### config.mk
export PLATFORM = sky130hd
export DESIGN_NAME = foot_contact_and_pressure_center_top
export DESIGN_NICKNAME = d
export VERILOG_FILES = /design/src/fcp_pkg.sv /design/src/fcp_ram.sv /design/src/fcp_window.sv /design/src/fcp_cop.sv /design/src/foot_contact_and_pressure_center_top.sv
export SDC_FILE = /design/constraint.sdc
export NUM_CORES = 2
export LEC_CHECK = 0
export BUFFER_PORTS_ARGS = -buffer_cell sky130_fd_sc_hd__buf_2
export CORE_ASPECT_RATIO = 0.75
export CORE_UTILIZATION = 50
export DETAILED_ROUTE_END_ITERATION = 10
export PLACE_DENSITY = 0.69
export REMOVE_ABC_BUFFERS = 1
export SLEW_MARGIN = 20
export SYNTH_ARGS = -nofsm -noshare
export SYNTH_HDL_FRONTEND = slang
export SYNTH_SLANG_ARGS = --single-unit
### constraint.sdc
create_clock -name clk -period 16.5 [get_ports clk]
set_clock_uncertainty 0.1 [all_clocks]
set_input_delay 4.125 -clock clk [delete_from_list [all_inputs] [get_ports clk]]
set_output_delay 4.125 -clock clk [all_outputs]
set_load 0.05 [all_outputs]
### src/fcp_pkg.sv
// Shared types, codes and sensor position table of the foot contact block.
// No dependencies; every other source file but fcp_ram and the macros header imports this package.
`timescale 1ns / 1ps

package fcp_pkg;

  localparam int READ_W = 16;   // one force reading, unsigned Q8.8 kg
  localparam int SUM_W  = 18;   // sum of four readings of one foot
  localparam int CFG_IDX_W = 4;

  typedef logic [7:0][READ_W-1:0] frame_t;

  // Configuration register indexes.
  typedef enum logic [CFG_IDX_W-1:0] {
    REG_WEIGHT_OFFSET = 4'd0,
    REG_TOTAL_MASS    = 4'd1
  } reg_idx_t;

  // Where the reported center of pressure came from.
  typedef enum logic [1:0] {
    SRC_HELD  = 2'd0,
    SRC_LEFT  = 2'd1,
    SRC_RIGHT = 2'd2
  } src_t;

  // Window unit status toward the controller.
  typedef struct packed {
    logic             done;
    logic             left_contact;
    logic             right_contact;
    logic [SUM_W-1:0] left_sum;
    logic [SUM_W-1:0] right_sum;
  } win_stat_t;

  // Request to the center-of-pressure unit.
  typedef struct packed {
    logic             start;
    logic             foot;     // 0 left, 1 right
    logic [SUM_W-1:0] den;
  } cop_req_t;

  // Result of the center-of-pressure unit.
  typedef struct packed {
    logic               done;
    logic signed [15:0] x;
    logic signed [15:0] y;
  } cop_res_t;

  // Sensor positions in signed Q8.8 mm; axis 0 is forward, 1 is sideways.
  // Sensor order is front-left, front-right, rear-left, rear-right.
  function automatic logic signed [15:0] sensor_pos(logic foot, logic axis,
                                                    logic [1:0] idx);
    logic signed [15:0] p;
    case ({foot, axis, idx})
      4'b0000: p = 16'sd17984;
      4'b0001: p = 16'sd17984;
      4'b0010: p = -16'sd7744;
      4'b0011: p = -16'sd7590;
      4'b0100: p = 16'sd7654;
      4'b0101: p = -16'sd5914;
      4'b0110: p = 16'sd7654;
      4'b0111: p = -16'sd4890;
      4'b1000: p = 16'sd17984;
      4'b1001: p = 16'sd17984;
      4'b1010: p = -16'sd7744;
      4'b1011: p = -16'sd7590;
      4'b1100: p = 16'sd5914;
      4'b1101: p = -16'sd7654;
      4'b1110: p = 16'sd4890;
      default: p = -16'sd7654;
    endcase
    return p;
  endfunction

endpackage

### src/fcp_ram.sv
// Generic single-clock RAM with one write port and one registered read port.
// No dependencies.
`timescale 1ns / 1ps

module fcp_ram #(
  parameter int WIDTH = 36,
  parameter int DEPTH = 8
) (
  input  logic                                  clk,
  input  logic                                  we,
  input  logic [(DEPTH > 1 ? $clog2(DEPTH) : 1)-1:0] waddr,
  input  logic [WIDTH-1:0]                      wdata,
  input  logic                                  re,
  input  logic [(DEPTH > 1 ? $clog2(DEPTH) : 1)-1:0] raddr,
  output logic [WIDTH-1:0]                      rdata
);

  logic [WIDTH-1:0] mem [DEPTH];

  // Write port.
  always_ff @(posedge clk) begin
    if (we) begin
      mem[waddr] <= wdata;
    end
  end

  // Registered read port.
  always_ff @(posedge clk) begin
    if (re) begin
      rdata <= mem[raddr];
    end
  end

endmodule

### src/fcp_window.sv
// Per-foot ring of recent foot sums, running window totals and contact test.
// Depends on fcp_pkg and fcp_ram (one RAM holds both feet's rings side by side).
`timescale 1ns / 1ps

module fcp_window #(
  parameter int WINDOW = 8
) (
  input  logic                      clk,
  input  logic                      rst_n,
  input  logic                      start,
  input  fcp_pkg::frame_t           frame,
  input  logic signed [15:0]        weight_offset,
  input  logic [15:0]               total_mass,
  output fcp_pkg::win_stat_t        stat
);
  import fcp_pkg::*;

  localparam int TW = SUM_W + $clog2(WINDOW);
  localparam int PW = (WINDOW > 1) ? $clog2(WINDOW) : 1;
  localparam int FW = $clog2(WINDOW + 1);
  localparam int CW = TW + 3;
  localparam logic signed [CW-1:0] WIN_S = CW'(WINDOW);

  logic [PW-1:0]      pos_r;
  logic [FW-1:0]      fill_r;
  logic [TW-1:0]      ltot_r, rtot_r;
  logic [TW-1:0]      ltot_nxt, rtot_nxt;
  logic [SUM_W-1:0]   lsum_r, rsum_r;
  logic [SUM_W-1:0]   lsum_c, rsum_c;
  logic               rd_pend_r, upd_r, done_r;
  logic               lc_r, rc_r;
  logic [2*SUM_W-1:0] rdata;
  logic               full;
  logic signed [CW-1:0] off_scaled, mass_scaled, lhs_l, lhs_r;

  // Foot sums of the new frame.
  assign lsum_c = SUM_W'(frame[0]) + SUM_W'(frame[1]) + SUM_W'(frame[2]) + SUM_W'(frame[3]);
  assign rsum_c = SUM_W'(frame[4]) + SUM_W'(frame[5]) + SUM_W'(frame[6]) + SUM_W'(frame[7]);

  // The oldest entry is read on start and overwritten in the next cycle.
  // Items are processed one at a time, so a read never meets a pending write.
  fcp_ram #(
    .WIDTH (2 * SUM_W),
    .DEPTH (WINDOW)
  ) u_ring (
    .clk   (clk),
    .we    (rd_pend_r),
    .waddr (pos_r),
    .wdata ({rsum_r, lsum_r}),
    .re    (start),
    .raddr (pos_r),
    .rdata (rdata)
  );

  assign full = (fill_r == FW'(WINDOW));

  // Retire the oldest sum once the ring is full, then add the newest.
  assign ltot_nxt = ltot_r - (full ? TW'(rdata[SUM_W-1:0]) : '0) + TW'(lsum_r);
  assign rtot_nxt = rtot_r - (full ? TW'(rdata[2*SUM_W-1:SUM_W]) : '0) + TW'(rsum_r);

  // Exact contact test: total + offset*WINDOW >= mass*WINDOW.
  assign off_scaled  = $signed({{(CW-16){weight_offset[15]}}, weight_offset}) * WIN_S;
  assign mass_scaled = $signed({{(CW-16){1'b0}}, total_mass}) * WIN_S;
  assign lhs_l = $signed({{(CW-TW){1'b0}}, ltot_r}) + off_scaled;
  assign lhs_r = $signed({{(CW-TW){1'b0}}, rtot_r}) + off_scaled;

  // Pipeline of the three window steps and ring bookkeeping.
  always_ff @(posedge clk) begin
    if (!rst_n) begin
      pos_r     <= '0;
      fill_r    <= '0;
      ltot_r    <= '0;
      rtot_r    <= '0;
      rd_pend_r <= 1'b0;
      upd_r     <= 1'b0;
      done_r    <= 1'b0;
      lc_r      <= 1'b0;
      rc_r      <= 1'b0;
    end else begin
      rd_pend_r <= start;
      upd_r     <= rd_pend_r;
      done_r    <= upd_r;
      if (rd_pend_r) begin
        ltot_r <= ltot_nxt;
        rtot_r <= rtot_nxt;
        pos_r  <= (pos_r == PW'(WINDOW - 1)) ? '0 : pos_r + 1'b1;
        if (!full) begin
          fill_r <= fill_r + 1'b1;
        end
      end
      if (upd_r) begin
        lc_r <= full && (lhs_l >= mass_scaled);
        rc_r <= full && (lhs_r >= mass_scaled);
      end
    end
  end

  // Foot sums of the current frame.
  always_ff @(posedge clk) begin
    if (start) begin
      lsum_r <= lsum_c;
      rsum_r <= rsum_c;
    end
  end

  assign stat.done          = done_r;
  assign stat.left_contact  = lc_r;
  assign stat.right_contact = rc_r;
  assign stat.left_sum      = lsum_r;
  assign stat.right_sum     = rsum_r;

endmodule

### src/fcp_cop.sv
// Center-of-pressure unit: eight weighted products through one
// multiplier, then a shared restoring divider for both coordinates.
// Depends on fcp_pkg.
`timescale 1ns / 1ps

module fcp_cop (
  input  logic              clk,
  input  logic              rst_n,
  input  fcp_pkg::cop_req_t req,
  input  fcp_pkg::frame_t   frame,
  output fcp_pkg::cop_res_t res
);
  import fcp_pkg::*;

  localparam int PROD_W = 33;
  localparam int ACC_W  = 35;
  localparam int MAG_W  = 34;
  localparam int Q_W    = 16;
  localparam int REM_W  = MAG_W - Q_W;

  typedef enum logic [4:0] {
    C_IDLE  = 5'b00001,
    C_MAC   = 5'b00010,
    C_DRAIN = 5'b00100,
    C_LOAD  = 5'b01000,
    C_DIV   = 5'b10000
  } cop_state_t;

  cop_state_t state_r;
  logic [2:0]              idx_r, prod_idx_r;
  logic                    prod_vld_r;
  logic signed [PROD_W-1:0] prod_r, prod_nxt;
  logic signed [ACC_W-1:0]  acc_x_r, acc_y_r, num;
  logic [ACC_W-1:0]        absn;
  logic [MAG_W-1:0]        dvd;
  logic                    axis_r, neg_r, done_r;
  logic [REM_W-1:0]        rem_r, rem_nxt;
  logic [REM_W:0]          trial, diff;
  logic                    ge;
  logic [Q_W-1:0]          lo_r, q_r, q_nxt, qs;
  logic [3:0]              cnt_r;
  logic signed [15:0]      coef, x_r, y_r;
  logic [READ_W-1:0]       rd;

  // One product per cycle: position constant times one reading.
  assign coef     = sensor_pos(req.foot, idx_r[2], idx_r[1:0]);
  assign rd       = frame[{req.foot, idx_r[1:0]}];
  assign prod_nxt = PROD_W'(coef) * PROD_W'($signed({1'b0, rd}));

  // Dividend magnitude with half the divisor added for round-to-nearest.
  assign num  = axis_r ? acc_y_r : acc_x_r;
  assign absn = num[ACC_W-1] ? ACC_W'(-num) : ACC_W'(num);
  assign dvd  = absn[MAG_W-1:0] + MAG_W'(req.den >> 1);

  // One restoring division step.
  assign trial   = {rem_r, lo_r[Q_W-1]};
  assign diff    = trial - {1'b0, req.den};
  assign ge      = (trial >= {1'b0, req.den});
  assign rem_nxt = ge ? diff[REM_W-1:0] : trial[REM_W-1:0];
  assign q_nxt   = {q_r[Q_W-2:0], ge};
  // The quotient is a weighted average of the positions, so it always fits.
  assign qs      = neg_r ? Q_W'(-q_nxt) : q_nxt;

  always_ff @(posedge clk) begin
    if (!rst_n) begin
      state_r    <= C_IDLE;
      prod_vld_r <= 1'b0;
      done_r     <= 1'b0;
    end else begin
      done_r <= 1'b0;
      unique case (state_r)
        C_IDLE: begin
          if (req.start) begin
            idx_r      <= '0;
            acc_x_r    <= '0;
            acc_y_r    <= '0;
            prod_vld_r <= 1'b0;
            state_r    <= C_MAC;
          end
        end
        C_MAC: begin
          prod_r     <= prod_nxt;
          prod_idx_r <= idx_r;
          prod_vld_r <= 1'b1;
          idx_r      <= idx_r + 1'b1;
          if (idx_r == 3'd7) begin
            state_r <= C_DRAIN;
          end
        end
        C_DRAIN: begin
          prod_vld_r <= 1'b0;
          axis_r     <= 1'b0;
          state_r    <= C_LOAD;
        end
        C_LOAD: begin
          neg_r   <= num[ACC_W-1];
          rem_r   <= dvd[MAG_W-1:Q_W];
          lo_r    <= dvd[Q_W-1:0];
          q_r     <= '0;
          cnt_r   <= '0;
          state_r <= C_DIV;
        end
        C_DIV: begin
          rem_r <= rem_nxt;
          lo_r  <= {lo_r[Q_W-2:0], 1'b0};
          q_r   <= q_nxt;
          cnt_r <= cnt_r + 1'b1;
          if (cnt_r == 4'(Q_W - 1)) begin
            if (!axis_r) begin
              x_r     <= qs;
              axis_r  <= 1'b1;
              state_r <= C_LOAD;
            end else begin
              y_r     <= qs;
              done_r  <= 1'b1;
              state_r <= C_IDLE;
            end
          end
        end
        default: state_r <= C_IDLE;
      endcase
      // Accumulate the registered product into its coordinate.
      if (prod_vld_r) begin
        if (prod_idx_r[2]) begin
          acc_y_r <= acc_y_r + ACC_W'(prod_r);
        end else begin
          acc_x_r <= acc_x_r + ACC_W'(prod_r);
        end
      end
    end
  end

  assign res.done = done_r;
  assign res.x    = x_r;
  assign res.y    = y_r;

endmodule

### src/foot_contact_and_pressure_center_top.sv
// Top level of the foot contact and center-of-pressure block.
// Depends on fcp_pkg, fcp_window (rings in RAM) and fcp_cop (MAC and divider).
`timescale 1ns / 1ps

// One sensor frame is taken at a time and gives one result word. When no
// center of pressure is computed, a frame passes through the ring read,
// the window update and the contact test. When exactly one foot is in
// contact with a nonzero foot sum, the single multiply-accumulate unit
// also forms eight products and the shared restoring divider makes two
// 16-step passes, one per coordinate. The next frame is accepted
// as soon as the current one has moved into the output register, while that
// result still waits to be taken. Configuration writes are always ready.
module foot_contact_and_pressure_center_top #(
  parameter int WINDOW = 8
) (
  input  logic                           clk,
  input  logic                           rst_n,
  input  logic                           in_valid,
  output logic                           in_ready,
  input  logic [15:0]                    in_left_front_left,
  input  logic [15:0]                    in_left_front_right,
  input  logic [15:0]                    in_left_rear_left,
  input  logic [15:0]                    in_left_rear_right,
  input  logic [15:0]                    in_right_front_left,
  input  logic [15:0]                    in_right_front_right,
  input  logic [15:0]                    in_right_rear_left,
  input  logic [15:0]                    in_right_rear_right,
  output logic                           out_valid,
  input  logic                           out_ready,
  output logic                           out_left_contact,
  output logic                           out_right_contact,
  output logic signed [15:0]             out_pressure_x,
  output logic signed [15:0]             out_pressure_y,
  output logic [1:0]                     out_pressure_source,
  input  logic                           cfg_valid,
  output logic                           cfg_ready,
  input  logic [fcp_pkg::CFG_IDX_W-1:0]  cfg_index,
  input  logic [15:0]                    cfg_wdata
);
  import fcp_pkg::*;

  typedef enum logic [3:0] {
    T_IDLE = 4'b0001,
    T_WIN  = 4'b0010,
    T_COP  = 4'b0100,
    T_OUT  = 4'b1000
  } top_state_t;

  top_state_t state_r;
  frame_t     frame_r;
  logic       win_start_r, cop_start_r;
  logic signed [15:0] offset_r, held_x_r, held_y_r;
  logic [15:0] mass_r;
  src_t       src_r;
  logic       out_valid_r;
  win_stat_t  wstat;
  cop_req_t   creq;
  cop_res_t   cres;

  assign in_ready  = (state_r == T_IDLE);
  assign cfg_ready = 1'b1;

  // Configuration registers.
  always_ff @(posedge clk) begin
    if (!rst_n) begin
      offset_r <= '0;
      mass_r   <= 16'd1280;
    end else if (cfg_valid) begin
      case (cfg_index)
        REG_WEIGHT_OFFSET: offset_r <= cfg_wdata;
        REG_TOTAL_MASS:    mass_r   <= cfg_wdata;
        default: ;
      endcase
    end
  end

  // Frame capture on acceptance.
  always_ff @(posedge clk) begin
    if (in_valid && in_ready) begin
      frame_r <= {in_right_rear_right, in_right_rear_left, in_right_front_right,
                  in_right_front_left, in_left_rear_right, in_left_rear_left,
                  in_left_front_right, in_left_front_left};
    end
  end

  fcp_window #(
    .WINDOW (WINDOW)
  ) u_window (
    .clk           (clk),
    .rst_n         (rst_n),
    .start         (win_start_r),
    .frame         (frame_r),
    .weight_offset (offset_r),
    .total_mass    (mass_r),
    .stat          (wstat)
  );

  assign creq.start = cop_start_r;
  assign creq.foot  = (src_r == SRC_RIGHT);
  assign creq.den   = (src_r == SRC_RIGHT) ? wstat.right_sum : wstat.left_sum;

  fcp_cop u_cop (
    .clk   (clk),
    .rst_n (rst_n),
    .req   (creq),
    .frame (frame_r),
    .res   (cres)
  );

  // Frame sequencer and held center of pressure.
  always_ff @(posedge clk) begin
    if (!rst_n) begin
      state_r     <= T_IDLE;
      win_start_r <= 1'b0;
      cop_start_r <= 1'b0;
      held_x_r    <= '0;
      held_y_r    <= '0;
      src_r       <= SRC_HELD;
      out_valid_r <= 1'b0;
    end else begin
      win_start_r <= 1'b0;
      cop_start_r <= 1'b0;
      if (out_valid_r && out_ready) begin
        out_valid_r <= 1'b0;
      end
      unique case (state_r)
        T_IDLE: begin
          if (in_valid) begin
            win_start_r <= 1'b1;
            state_r     <= T_WIN;
          end
        end
        T_WIN: begin
          if (wstat.done) begin
            if (wstat.left_contact && !wstat.right_contact && wstat.left_sum != '0) begin
              src_r       <= SRC_LEFT;
              cop_start_r <= 1'b1;
              state_r     <= T_COP;
            end else if (!wstat.left_contact && wstat.right_contact &&
                         wstat.right_sum != '0) begin
              src_r       <= SRC_RIGHT;
              cop_start_r <= 1'b1;
              state_r     <= T_COP;
            end else begin
              src_r   <= SRC_HELD;
              state_r <= T_OUT;
            end
          end
        end
        T_COP: begin
          if (cres.done) begin
            held_x_r <= cres.x;
            held_y_r <= cres.y;
            state_r  <= T_OUT;
          end
        end
        T_OUT: begin
          if (!out_valid_r || out_ready) begin
            out_valid_r <= 1'b1;
            state_r     <= T_IDLE;
          end
        end
        default: state_r <= T_IDLE;
      endcase
    end
  end

  // Output word register.
  always_ff @(posedge clk) begin
    if (state_r == T_OUT && (!out_valid_r || out_ready)) begin
      out_left_contact    <= wstat.left_contact;
      out_right_contact   <= wstat.right_contact;
      out_pressure_x      <= held_x_r;
      out_pressure_y      <= held_y_r;
      out_pressure_source <= src_r;
    end
  end

  assign out_valid = out_valid_r;

endmodule

==> flow_metrics.py <==
metrics = {
    "worst_hold_path": {
        "min_path_type": "register to register",
        "hold-path-endpoint": "out_pressure_x[10]",
        "worstHoldPathCells": 0,
        "hold_path_startpoint": "held_x_r[10]",
    },
    "final_layout": {
        "antennaDiodeCount": 0,
        "regArea_sq_mm": 0.0242,
        "stdcell_area_sq_mm": 0.0613,
        "drive_above_1_share_pct": 11.0,
        "area_delta_synth_final_pct": 9.67,
        "multi_input_area_sq_mm": 0.0288,
        "n_fill_cell": 9271,
        "finalNetCount": 6028,
    },
    "global_route": {
        "grt_util_all_layers_pct": 24.4,
        "grt_pass1_wl_mm": 215,
        "grt_pass1_vias": 37604,
        "gr-total-overflow": 0,
        "antenna_found_initial": 4,
        "grt_max_degree": 104,
    },
    "power_and_ir_drop": {
        "leakage_nw": 25.3,
        "ir_drop_mv": 0.487,
        "pwr-share-comb_pct": 58.6,
        "clkPwrFrac_pct": 15.2,
        "swShare_pct": 43.4,
        "powerDensity_mw_per_mm2": 209,
        "pwr-share-seq_pct": 26.2,
        "p_sw_w": 0.00556,
        "p_int_w": 0.00725,
    },
    "critical_path": {
        "crit_path_end_kind": "register",
        "r2r-start": "u_cop.idx_r[0]",
        "cpMaxStageDelayCell": "mux2i_1",
        "crit_top_cell": "fa_1",
        "cp_data_arrival_time_ns": 9.06,
        "max_stage_delay_ns": 0.84,
        "cp-start-kind": "register",
        "crit_type": "register to register",
        "reg2reg_depth": 25,
        "cp_max_fo": 38,
        "r2r_end": "u_cop.prod_r[31]",
        "rrSetupSlack_ns": 7.78,
        "worst_ep_required_time_ns": 16.84,
    },
    "die": {
        "die_area_sq_mm": 0.113,
        "num_rows": 105,
        "start_util_pct": 50.8,
        "io_pins": 192,
        "dieHeight_microns": 292,
        "coreArea_sq_mm": 0.110,
        "die_x_microns": 388,
    },
    "logic_synthesis": {
        "ys_seq_area_share_pct": 43.3,
        "synth_edf_count": 717,
        "syn_inst": 5044,
        "yosysTopAreaCellShare_pct": 38.5,
        "synth_cell_types": 99,
        "netlist_area_sq_mm": 0.0559,
        "synthFlopType": "edfxtp_1",
        "yosys_warnings": 0,
        "synthArstFlopShare_pct": 0,
        "ys_top_cells_by_count": "edfxtp_1 (717), inv_1 (632), nand2_1 (434)",
        "yosys.area.top_type": "edfxtp_1",
        "yosysMostFrequentCell": "edfxtp_1",
        "yosys-top-cells-area": "edfxtp_1 (39%), fa_1 (9.2%), ha_1 (9.1%), dfxtp_1 (4.8%), inv_1 (4.2%)",
        "syn_avg_cell_area_sq_um": 11.1,
        "ys_ff_latch": 851,
    },
    "routing": {
        "dr.pass1.iters": 8,
        "drt_drc_violations_left": 0,
        "drt-initial-drc-count": 3456,
        "wl_per_cell_microns": 20.4,
        "viasPerCell": 5.71,
        "vias": 38364,
        "drtAntennaViolNets": 0,
        "wl_mm": 137,
    },
    "placement": {
        "port_buffers": 190,
        "post_dp_cell_area_sq_mm": 0.0585,
        "globalplace.congestion": 0.927,
        "hpwlAfterDp_mm": 102,
    },
    "sta": {
        "max-slew-margin-rel_pct": 21.8,
        "slew_violations": 0,
        "finalSetupTns_ns": 0,
        "worstMarginPinSlew_ns": 1.16,
        "period_minus_slack_ns": 8.72,
        "setup_viol": 0,
        "max_freq_ghz": 0.115,
        "hold_violations": 0,
        "period_share_pct": 52.8,
        "rsz0062_at_grt": "false",
    },
    "clock_network": {
        "numCtsBuffers": 85,
        "cts_tree": "built",
        "clock_latency_ns": 0.71,
        "clock_path_buffers": 3,
        "post_cts_resized": 0,
        "cts.sinks": 851,
        "cts_setup_buffers": 0,
        "cts-root-buf": "clkbuf_16",
        "cts_hold_buf": 0,
        "htree_levels": 3,
        "clk_pin_slew_ns": 0.07,
    },
    "run": {
        "max-cap-violations": 0,
    },
    "status": {
        "outcome": "finished clean",
    },
}
==> power by group through the flow <==
stage / combinational (W) / clock (W) / sequential (W)
5_1_grt: 0.00848 / 0.00207 / 0.00337
2_1_floorplan: 0.00564 / 0 / 0.00325
3_3_place_gp: 0.00723 / 0 / 0.00338
6_report: 0.00751 / 0.00195 / 0.00336
3_5_place_dp: 0.00740 / 0 / 0.00339
4_1_cts: 0.00746 / 0.00199 / 0.00335
==> worst max-delay path: cells and delay by family, from the launching register on <==
kind | cells | cell delay [ns]
compound gates | 7 | 1.66
xor+xnor | 1 | 0.18
fa+ha+maj | 7 | 3.28
buf+inv | 5 | 0.79
flops | 1 | 0.33
mux | 2 | 1.45
simple gates | 3 | 0.66
==> cell type report <==
| class | count | area share [%] |
|---|---|---|
| tap | 1444 | 2.95 |
| timing repair buffer | 235 | 2.11 |
| clock inverter | 46 | 0.874 |
| multi-input combinational | 3406 | 47.0 |
| inverter | 634 | 3.88 |
| sequential | 851 | 39.5 |
| clock buffer | 106 | 3.67 |
==> cells by family after synthesis <==
group	Yosys count	synth area share (%)
AO/OA/AOI/OAI	958	11.4
XOR/XNOR	287	4.53
adder cells (fa/ha/maj)	662	18.3
buffers and inverters	787	5.32
flip-flops	851	43.3
multiplexers	208	6.14
other	1	0.00671
AND/OR/NAND/NOR	1290	11.0
==> sequential cells by signal (all words and copies together) (netlist names), 5 cells and up <==
register / cells
u_cop.lo_r: 16
u_cop.acc_y_r: 35
u_window.lsum_r: 18
u_cop.state_r: 5
u_window.ltot_r: 21
frame_r: 128
offset_r: 16
u_cop.x_r: 16
u_cop.prod_r: 32
u_window.u_ring.mem: 288
u_cop.y_r: 16
u_window.u_ring.rdata: 36
u_cop.q_r: 15
out_pressure_x: 16
u_window.rsum_r: 18
u_cop.acc_x_r: 35
u_cop.rem_r: 18
mass_r: 16
held_y_r: 16
out_pressure_y: 16
held_x_r: 16
u_window.rtot_r: 21
==> metal layers <==
| metal | vias to the layer above | global-route usage (%) | share of wire (%) |
|---|---|---|---|
| li1 | 18176 | - | - |
| met1 | 18669 | 37.3 | 48 |
| met2 | 1356 | 36.1 | 42 |
| met3 | 163 | 3.81 | 7.9 |
| met4 | 0 | 6.26 | 2.2 |
| met5 | - | 0 | 0 |
==> through the flow <==
step | instances | util, % | power [W] | hold slack, ns | setup slack, ns
floorplan | 4891 | - | 0.00889 | 0.308 | 7.63
global placement | 6570 | 53.1 | 0.0106 | 0.314 | 7.96
detailed placement | 6570 | 53.1 | 0.0108 | 0.313 | 7.81
CTS | 6722 | 55.7 | 0.0128 | 0.327 | 7.74
global route | 6722 | 55.7 | 0.0139 | 0.333 | 7.30
finish | 6722 | 55.7 | 0.0128 | 0.327 | 7.78
==> worst max-delay path by stage <==
stage	from	endpoint	depth (start not counted)
after floorplan	src_r[1]	u_cop.prod_r[31]	24
after global placement	u_cop.idx_r[0]	u_cop.prod_r[31]	27
after detailed placement	u_cop.idx_r[1]	u_cop.prod_r[31]	25
after CTS	u_cop.idx_r[1]	u_cop.prod_r[31]	25
after global routing	u_cop.idx_r[0]	u_cop.prod_r[31]	27
final	u_cop.idx_r[0]	u_cop.prod_r[31]	25
==> placed cells by master, fill, tap and decap left out, types with 64 or more instances in the layout <==
cell type	count
dfxtp_1	129
edfxtp_1	717
mux4_2	104
nand2_1	434
nor3_1	73
nor2_1	287
xnor2_1	178
nand3_1	104
xor2_1	107
inv_1	632
buf_2	189
clkbuf_16	86
mux2i_1	64
a21boi_0	78
o21ai_0	189
and2_1	96
a21o_1	111
ha_1	406
fa_1	256
a21oi_1	226
(Power assumes the default switching activity.)
